[config.mk]
export PLATFORM = sky130hd
export DESIGN_NAME = utf8_to_codepoint_decoder_flat
export DESIGN_NICKNAME = d
export VERILOG_FILES = /design/src/hdl/utf8d_pkg.sv /design/src/hdl/utf8d_byte_if.sv /design/src/hdl/utf8d_cp_if.sv /design/src/hdl/utf8_to_codepoint_decoder.sv /design/src/flat_wrapper.sv
export SDC_FILE = /design/constraint.sdc
export NUM_CORES = 1
export LEC_CHECK = 0
export ABC_AREA = 1
export BUFFER_PORTS_ARGS = -buffer_cell sky130_fd_sc_hd__buf_4
export CAP_MARGIN = 5
export CORE_ASPECT_RATIO = 0.7
export CORE_MARGIN = 2
export CORE_UTILIZATION = 50
export DETAILED_ROUTE_END_ITERATION = 12
export PLACE_DENSITY = 0.74
export SYNTH_ARGS = -nofsm -noshare
export SYNTH_HDL_FRONTEND = slang
export SYNTH_SLANG_ARGS = --single-unit
[constraint.sdc]
create_clock -name i_clk -period 1.9 [get_ports i_clk]
set_input_delay 0.285 -clock i_clk [delete_from_list [all_inputs] [get_ports i_clk]]
set_output_delay 0.285 -clock i_clk [all_outputs]
set_load 0.01 [all_outputs]
[src/hdl/utf8d_pkg.sv]
// ----------------------------------------------------------------------------
// utf8d_pkg
// Shared types and byte-class constants for the UTF-8 decoder.
// ----------------------------------------------------------------------------
package utf8d_pkg;

    localparam int CP_W = 21;

    typedef logic [7:0]      t_byte;
    typedef logic [CP_W-1:0] t_cp;
    typedef logic [1:0]      t_pend;

    localparam t_byte MASK_1B  = 8'h80;
    localparam t_byte MASK_2B  = 8'hE0;
    localparam t_byte LEAD_2B  = 8'hC0;
    localparam t_byte MASK_3B  = 8'hF0;
    localparam t_byte LEAD_3B  = 8'hE0;
    localparam t_byte MASK_4B  = 8'hF8;
    localparam t_byte LEAD_4B  = 8'hF0;

    localparam t_pend PEND_NONE = 2'd0;
    localparam t_pend PEND_ONE  = 2'd1;
    localparam t_pend PEND_TWO  = 2'd2;
    localparam t_pend PEND_THREE = 2'd3;

endpackage

[src/hdl/utf8d_byte_if.sv]
// ----------------------------------------------------------------------------
// utf8d_byte_if
// Byte channel into the decoder: one text byte and its last-byte flag.
// ----------------------------------------------------------------------------
interface utf8d_byte_if;
    logic                 valid;
    logic                 ready;
    utf8d_pkg::t_byte     data_byte;
    logic                 final_byte;

    modport source (output valid, output data_byte, output final_byte, input ready);
    modport sink   (input valid, input data_byte, input final_byte, output ready);
endinterface

[src/hdl/utf8d_cp_if.sv]
// ----------------------------------------------------------------------------
// utf8d_cp_if
// Code point channel out of the decoder.
// ----------------------------------------------------------------------------
interface utf8d_cp_if;
    logic                 valid;
    logic                 ready;
    utf8d_pkg::t_cp       code_point;
    logic                 text_end;

    modport source (output valid, output code_point, output text_end, input ready);
    modport sink   (input valid, input code_point, input text_end, output ready);
endinterface

[src/hdl/utf8_to_codepoint_decoder.sv]
// A code point passes the byte register and then the result register once its last byte is taken.
// Throughput: 1 byte per cycle while the output is not stalled, set by the state update in the decode stage.
// Stalls on the output hold the byte register and then the input; no bubbles otherwise.
// Reset (i_rst_n low, synchronous) empties both registers and clears the open sequence.
// ----------------------------------------------------------------------------
// utf8_to_codepoint_decoder
// Byte-serial UTF-8 decoder: input register, decode stage, result register.
// ----------------------------------------------------------------------------
module utf8_to_codepoint_decoder (
    input  logic               i_clk,
    input  logic               i_rst_n,
    utf8d_byte_if.sink         i_in,
    utf8d_cp_if.source         o_out
);

    logic                  r_in_valid;
    utf8d_pkg::t_byte      r_in_byte;
    logic                  r_in_final;

    utf8d_pkg::t_pend      r_pending;
    utf8d_pkg::t_pend      n_pending;
    utf8d_pkg::t_cp        r_partial;
    utf8d_pkg::t_cp        n_partial;

    logic                  r_out_valid;
    utf8d_pkg::t_cp        r_out_cp;
    logic                  r_out_end;

    logic                  w_step;
    logic                  w_emit;
    utf8d_pkg::t_cp        w_cp;
    utf8d_pkg::t_pend      w_dec;
    utf8d_pkg::t_cp        w_cont;

    assign w_step      = r_in_valid && (!r_out_valid || o_out.ready);
    assign i_in.ready  = !r_in_valid || w_step;

    assign o_out.valid      = r_out_valid;
    assign o_out.code_point = r_out_cp;
    assign o_out.text_end   = r_out_end;

    assign w_dec = r_pending - 2'd1;

    always_comb begin
        w_cont = '0;
        case (w_dec)
            utf8d_pkg::PEND_NONE: w_cont = {15'd0, r_in_byte[5:0]};
            utf8d_pkg::PEND_ONE:  w_cont = {9'd0, r_in_byte[5:0], 6'd0};
            utf8d_pkg::PEND_TWO:  w_cont = {3'd0, r_in_byte[5:0], 12'd0};
            default:              w_cont = '0;
        endcase
    end

    always_comb begin
        n_pending = r_pending;
        n_partial = r_partial;
        w_emit    = 1'b0;
        w_cp      = '0;
        if (r_pending == utf8d_pkg::PEND_NONE) begin
            if ((r_in_byte & utf8d_pkg::MASK_1B) == 8'h00) begin
                w_emit = 1'b1;
                w_cp   = {13'd0, r_in_byte};
            end else if ((r_in_byte & utf8d_pkg::MASK_2B) == utf8d_pkg::LEAD_2B) begin
                n_partial = {10'd0, r_in_byte[4:0], 6'd0};
                n_pending = utf8d_pkg::PEND_ONE;
            end else if ((r_in_byte & utf8d_pkg::MASK_3B) == utf8d_pkg::LEAD_3B) begin
                n_partial = {5'd0, r_in_byte[3:0], 12'd0};
                n_pending = utf8d_pkg::PEND_TWO;
            end else if ((r_in_byte & utf8d_pkg::MASK_4B) == utf8d_pkg::LEAD_4B) begin
                n_partial = {r_in_byte[2:0], 18'd0};
                n_pending = utf8d_pkg::PEND_THREE;
            end else begin
                w_emit = 1'b1;
            end
        end else begin
            n_pending = w_dec;
            n_partial = r_partial | w_cont;
            if (w_dec == utf8d_pkg::PEND_NONE) begin
                w_emit = 1'b1;
                w_cp   = n_partial;
            end
        end
        if (!w_emit && r_in_final) begin
            w_emit = 1'b1;
            w_cp   = n_partial;
        end
        if (w_emit) begin
            n_pending = utf8d_pkg::PEND_NONE;
            n_partial = '0;
        end
    end

    always_ff @(posedge i_clk) begin
        if (!i_rst_n) begin
            r_in_valid <= 1'b0;
        end else if (i_in.ready) begin
            r_in_valid <= i_in.valid;
        end
        if (i_in.ready && i_in.valid) begin
            r_in_byte  <= i_in.data_byte;
            r_in_final <= i_in.final_byte;
        end
    end

    always_ff @(posedge i_clk) begin
        if (!i_rst_n) begin
            r_pending <= utf8d_pkg::PEND_NONE;
            r_partial <= '0;
        end else if (w_step) begin
            r_pending <= n_pending;
            r_partial <= n_partial;
        end
    end

    always_ff @(posedge i_clk) begin
        if (!i_rst_n) begin
            r_out_valid <= 1'b0;
        end else if (w_step && w_emit) begin
            r_out_valid <= 1'b1;
        end else if (o_out.ready) begin
            r_out_valid <= 1'b0;
        end
        if (w_step && w_emit) begin
            r_out_cp  <= w_cp;
            r_out_end <= r_in_final;
        end
    end

`ifndef SYNTHESIS
    // a transfer carrying the last-byte flag always closes the sequence
    a_final_closes: assert property (@(posedge i_clk) disable iff (!i_rst_n)
        (w_step && r_in_final) |=> (r_pending == utf8d_pkg::PEND_NONE && r_partial == '0))
        else $error("sequence left open after final byte");

    a_idle_clear: assert property (@(posedge i_clk) disable iff (!i_rst_n)
        (r_pending == utf8d_pkg::PEND_NONE) |-> (r_partial == '0))
        else $error("partial value not clear while idle");

    a_low_bits_open: assert property (@(posedge i_clk) disable iff (!i_rst_n)
        (r_pending == utf8d_pkg::PEND_ONE) |-> (r_partial[5:0] == 6'd0))
        else $error("missing bits already set in open sequence");

    a_stall_cause: assert property (@(posedge i_clk) disable iff (!i_rst_n)
        !i_in.ready |-> (r_in_valid && r_out_valid && !o_out.ready))
        else $error("input stalled without a full pipeline");

    a_final_result: assert property (@(posedge i_clk) disable iff (!i_rst_n)
        (w_step && r_in_final) |=> (r_out_valid && r_out_end))
        else $error("final byte produced no result");
`endif

endmodule

[src/flat_wrapper.sv]
// flat-port wrapper written by rule: the top's interface ports become plain ports
module utf8_to_codepoint_decoder_flat 
  (i_clk, i_rst_n, i_in_valid, i_in_data_byte, i_in_final_byte, i_in_ready, o_out_valid, o_out_code_point, o_out_text_end, o_out_ready);
  utf8d_byte_if i_in_i ();
  utf8d_cp_if o_out_i ();
  input  logic i_clk;
  input  logic i_rst_n;
  input wire logic [$bits(i_in_i.valid)-1:0] i_in_valid;
  input wire logic [$bits(i_in_i.data_byte)-1:0] i_in_data_byte;
  input wire logic [$bits(i_in_i.final_byte)-1:0] i_in_final_byte;
  output wire logic [$bits(i_in_i.ready)-1:0] i_in_ready;
  output wire logic [$bits(o_out_i.valid)-1:0] o_out_valid;
  output wire logic [$bits(o_out_i.code_point)-1:0] o_out_code_point;
  output wire logic [$bits(o_out_i.text_end)-1:0] o_out_text_end;
  input wire logic [$bits(o_out_i.ready)-1:0] o_out_ready;
  assign i_in_i.valid = i_in_valid;
  assign i_in_i.data_byte = i_in_data_byte;
  assign i_in_i.final_byte = i_in_final_byte;
  assign i_in_ready = i_in_i.ready;
  assign o_out_valid = o_out_i.valid;
  assign o_out_code_point = o_out_i.code_point;
  assign o_out_text_end = o_out_i.text_end;
  assign o_out_i.ready = o_out_ready;
  utf8_to_codepoint_decoder u_core (.i_clk(i_clk), .i_rst_n(i_rst_n), .i_in(i_in_i), .o_out(o_out_i));
endmodule
* After elaboration in Yosys (flattened, before gate mapping)
Index checks and enable logic that the tools add are counted.
Word-level totals: bits in read-only memories 0, bits of input ports 13, logic and storage cells 57, bits in latches 0, register bits after elaboration 56, memories kept 0, RAM bits 0, output and inout port bits 24
Operators by class: divide/modulo/power cells 0, bitwise logic cells 1, eq/ne operators 7, shift-type cells 0, $add $sub $neg 1, $lt $le $gt $ge 0, reduce and logical (&&, ||, !) cells 14, mux-type cells 26, multipliers 0
Operators with widths (count):
- 21-bit two-way mux | 9
- 18-bit one-hot mux with 3 select lines | 1
- 21-bit bitwise OR | 1
- 2-bit two-way mux | 6
- 1-bit two-way mux | 9
- 8-bit logical NOT | 1
- 8-bit two-way mux | 1
- 5-bit == test (second input constant) | 1
- 5-bit by 4-bit != test with 1-bit output (second input constant) | 1
- 4-bit == test (second input constant) | 1
- 1-bit logical AND | 4
- 2-bit logical NOT | 2
- 3-bit == test (second input constant) | 1
- 1-bit logical NOT | 3
- 3-bit by 2-bit != test with 1-bit output (second input constant) | 1
- 3-bit AND reduction | 1
- 2-bit by 1-bit == test with 1-bit output (second input constant) | 1
- 2-bit == test (second input constant) | 1
- 1-bit logical OR | 2
- 2-bit nonzero test | 1
- 2-bit by 1-bit subtractor with 2-bit output (second input constant) | 1

* Depth between registers and ports, before layout
depth after elaboration 11, mapped depth 10, gate-level depth less buffers 10

* Least setup slack after synthesis
Ideal clock, no wire load.
kind flip-flop to flip-flop, start register u_core.r_out_valid (netlist: u_core.o_out.valid), end register u_core.r_out_cp[0] (netlist: u_core.o_out.code_point[0]) (enable), setup slack -73 ps, data required time 1523 ps, arrival time 1596 ps, setup time 377 ps, stages on the path, launching flop included 7, cell sequence dfxtp_1 nand2_1 nand2_1 inv_2 clkbuf_1 nand2_1 inv_1
Between the ends: cells in the longest elaborated chain, start to end 4
RTL lines:
- from (decl) | RTL line utf8_to_codepoint_decoder.sv:25 | logic r_out_valid;
- from (signal assigned) | RTL line utf8_to_codepoint_decoder.sv:117 | r_out_valid <= 1'b0;
- from (signal assigned) | RTL line utf8_to_codepoint_decoder.sv:119 | r_out_valid <= 1'b1;
- from (signal assigned) | RTL line utf8_to_codepoint_decoder.sv:121 | r_out_valid <= 1'b0;
- 1-bit logical NOT | RTL line utf8_to_codepoint_decoder.sv:35 | assign w_step = r_in_valid && (!r_out_valid || o_out.ready);
- 1-bit logical OR | RTL line utf8_to_codepoint_decoder.sv:35
- 1-bit logical AND | RTL line utf8_to_codepoint_decoder.sv:35
- 1-bit logical AND | RTL line utf8_to_codepoint_decoder.sv:123 | if (w_step && w_emit) begin
- to (signal assigned) | RTL line utf8_to_codepoint_decoder.sv:124 | r_out_cp <= w_cp;
- to (decl) | RTL line utf8_to_codepoint_decoder.sv:26 | utf8d_pkg::t_cp r_out_cp;
Every way passes these cells. A chain may end at the register's enable or synchronous reset.

* Worst setup path in the final report
start register u_core.r_in_byte[7], end register u_core.r_out_cp[17] (netlist: u_core.o_out.code_point[17]) (enable)
Between the ends: cells in the longest elaborated chain, start to end 10, elaborated cells between the ends (all ways) 13
RTL lines:
- from (decl) | RTL line utf8_to_codepoint_decoder.sv:17 | utf8d_pkg::t_byte r_in_byte;
- from (signal assigned) | RTL line utf8_to_codepoint_decoder.sv:100 | r_in_byte <= i_in.data_byte;
- 5-bit == test | RTL line utf8_to_codepoint_decoder.sv:69 | end else if ((r_in_byte & utf8d_pkg::MASK_4B) == utf8d_pkg::LEAD_4B) begin
- 1-bit two-way mux | RTL line utf8_to_codepoint_decoder.sv:69
- 1-bit two-way mux | RTL line utf8_to_codepoint_decoder.sv:66 | end else if ((r_in_byte & utf8d_pkg::MASK_3B) == utf8d_pkg::LEAD_3B) begin
- 1-bit two-way mux | RTL line utf8_to_codepoint_decoder.sv:63 | end else if ((r_in_byte & utf8d_pkg::MASK_2B) == utf8d_pkg::LEAD_2B) begin
- 1-bit two-way mux (*) | RTL line utf8_to_codepoint_decoder.sv:60 | if ((r_in_byte & utf8d_pkg::MASK_1B) == 8'h00) begin
- 1-bit two-way mux (*) | RTL line utf8_to_codepoint_decoder.sv:59 | if (r_pending == utf8d_pkg::PEND_NONE) begin
- 1-bit logical NOT | RTL line utf8_to_codepoint_decoder.sv:83 | if (!w_emit && r_in_final) begin
- 1-bit logical AND | RTL line utf8_to_codepoint_decoder.sv:83
- 1-bit two-way mux (*) | RTL line utf8_to_codepoint_decoder.sv:83
- 1-bit logical AND (*) | RTL line utf8_to_codepoint_decoder.sv:123
Mark *: on every way between the ends. The rest lies on a longest branch, timed or not.

==> reports/metrics.yaml <==
status: "completed"
initial_core_util_pct: 51.3
antenna_cells: 0
max_freq_mhz: 550
via_count: 2300
dieArea_um2: 5950
maxCapViolCount: 0
max_stage_delay_ns: 0.38
syn_avg_cell_area_um2: 8.19
drc_errors: 0
wl_per_cell_um: 13.4
ios: 37
grt_pass1_wl_um: 9690
finalNetCount: 384
core_area_um2: 5200
worst_hold_slack_ns: 0.138
grt_pass1_vias: 2067
synth.distinct_cells: 27
row_count: 22
critPathLaunchType: "flop"
cpMostUsedCell: "nand2_1"
critical_path.cell_chain: "nand2_1 -> nor2_2 -> nor2_4 -> nand2_4 -> nand3_1 -> nand2_1 -> clkinvlp_4 -> buf_4"
insertion_delay_ns: 0.31
fin_util_pct: 61.6
drtAntennaViolNets: 0
gr-usage-all-layers_pct: 21.0
ys_seq_elements: 56
clockBufferDepth: 2
grt_max_degree: 19
hold_violations: 0
power.density_nw_per_um2: 743
synth_area_um2: 2670
io_buffers: 36
max-vdd-ir-drop_uv: 410
die_x_um: 91.3
clockRootBuffer: "clkbuf_8"
fin_ws_ns: 0.0806
maxSlewViolCount: 0
synth.net_count: 339
rsz0062_at_grt: "no"
netlist_instances: 326
critPathCaptureType: "flop"
viasPerCell: 5.18
worstSetupPathType: "flop to flop"
period_needed_ns: 1.82
dp_slack_ns: 0.108
tightest_slew_ns: 0.448
antenna_found_initial: 0
crit_slowest_cell: "edfxtp_1"
gp_congestion: 0.893
htree_levels: 2
arrival_ns: 1.90
tritoncts: "yes"
required_ns: 1.98
wl_um: 5930
hold_class: "input port to flop"
syn2layout_area_growth_pct: 20.0
yosysWarnings: 0
gr-total-overflow: 0
skew_ns: 0.00846
slew_headroom_pct: 70.1
hpwl_um: 4210
clock_sinks: 56
drive_above_1_share_pct: 20.2
setup_viol: 0
worst_path_dominant_cell_family: "simple AND/OR/NAND/NOR gates"
final.setup.tns_ns: 0
clk_pin_slew_ns: 0.10
cellLeakagePower_nw: 1.30
worst-path-max-fanout: 8
drt_iter0_drc: 214
seq_area_frac_synth_pct: 53.6
postCtsSetupRepairBufs: 0
crit_buf_inv: 2
period_share_pct: 95.8
cts_buffers: 5
dr.pass1.iters: 5
die_h_um: 65.1
cts_hold_buf: 0
-- cell usage after synthesis --
library cell	n	area (um^2)
a21oi_1	10	50.1
a22oi_1	7	52.6
buf_2	2	10.0
buf_4	2	15.0
buf_6	1	11.3
clkbuf_1	4	15.0
dfxtp_1	25	500
edfxtp_1	31	931
inv_1	32	120
inv_2	5	18.8
inv_4	1	6.26
nand2_1	78	293
nand2_2	3	18.8
nand2_4	1	11.3
nand3_1	11	55.1
nand3_2	1	10.0
nand4_4	1	21.3
nor2_1	70	263
nor2_2	3	18.8
nor2_4	1	11.3
nor2_8	1	20.0
nor3_1	1	5.00
o211ai_1	6	45.0
o21ai_0	9	45.0
o21ai_1	10	50.1
o21ai_4	1	16.3
o22ai_1	9	56.3
-- cell families (layout without fill, tap and decap cells) --
kind of cell	count (synthesis)	count (layout)	synth area share, %
and+or+nand+nor	171	171	27.2
DFF	56	56	53.6
AOI/OAI and AO/OA	52	52	11.8
buffers and inverters	47	93	7.36
-- final timing paths --
kind	startpoint	endpoint	slack [ns]	depth (start not counted)
worst max-delay path	u_core.r_in_byte[7]	u_core.o_out.code_point[17]	0.08	8
worst min-delay path	i_in_data_byte[3]	u_core.r_in_byte[3]	0.14	1
worst max register to register	u_core.r_in_byte[7]	u_core.o_out.code_point[17]	0.08	8
worst min register to register	u_core.r_partial[14]	u_core.r_partial[14]	0.49	2
-- final cells by class --
type | instances | area, um^2
Sequential cell | 56 | 1430
Timing Repair Buffer | 47 | 378
Inverter | 38 | 149
Fill cell | 457 | 2000
Multi-Input combinational cell | 223 | 1040
Clock inverter | 3 | 42.5
Tap cell | 72 | 90.1
Clock buffer | 5 | 68.8
-- per-layer routing --
layer | up-vias | GRT usage [%] | wire length [um]
met5 | - | 0 | 0
met4 | 0 | 7.20 | 67
met3 | 7 | 4.70 | 401
met2 | 99 | 31.7 | 2560
met1 | 1044 | 30.1 | 2900
li1 | 1150 | - | -
-- per-stage QoR --
stage                     cells  area [um^2]  power [mW]
after floorplan             326         2670        1.51
after global placement      436         3090        1.63
after detailed placement    436         3090        1.63
after CTS                   444         3200        2.39
after global routing        444         3200        2.47
final                       444         3200        2.38
-- cell usage in the layout (no fill, tap or decap), drive strengths merged --
| cell | count |
|---|---|
| nand4 | 1 |
| inv | 37 |
| buf | 47 |
| edfxtp | 31 |
| nor2 | 75 |
| nor3 | 1 |
| a22oi | 7 |
| dfxtp | 25 |
| nand3 | 12 |
| a21oi | 10 |
| nand2 | 82 |
| bufinv | 1 |
| clkinvlp | 2 |
| o211ai | 6 |
| clkbuf | 5 |
| o22ai | 9 |
| clkinv | 1 |
| o21ai | 20 |
-- worst register-to-register path, stage by stage (launching register included) --
cell,delay [ns]
edfxtp_1,0.38
nand2_1,0.12
nor2_2,0.31
nor2_4,0.07
nand2_4,0.10
nand3_1,0.10
nand2_1,0.16
clkinvlp_4,0.14
buf_4,0.18
-- what timing repair did --
| item | CTS | global route |
|---|---|---|
| hold endpoints to repair | 0 | 0 |
| endpoints found under the setup margin | 0 | 9 |
| resized for setup | 0 | 1 |
-- sequential cells by signal (all words and copies together) (netlist names) --
register,flops
u_core.o_out.code_point,21
u_core.o_out.text_end,1
u_core.o_out.valid,1
u_core.r_in_byte,8
u_core.r_in_final,1
u_core.r_in_valid,1
u_core.r_partial,21
u_core.r_pending,2
-- power breakdown --
group	internal (mW)	switching [mW]	total, mW
sequential	1.32	0.0262	1.34
combinational	0.102	0.159	0.262
clock	0.390	0.383	0.773
total	1.81	0.568	2.38
No activity file was read; power rests on OpenSTA's default activity.
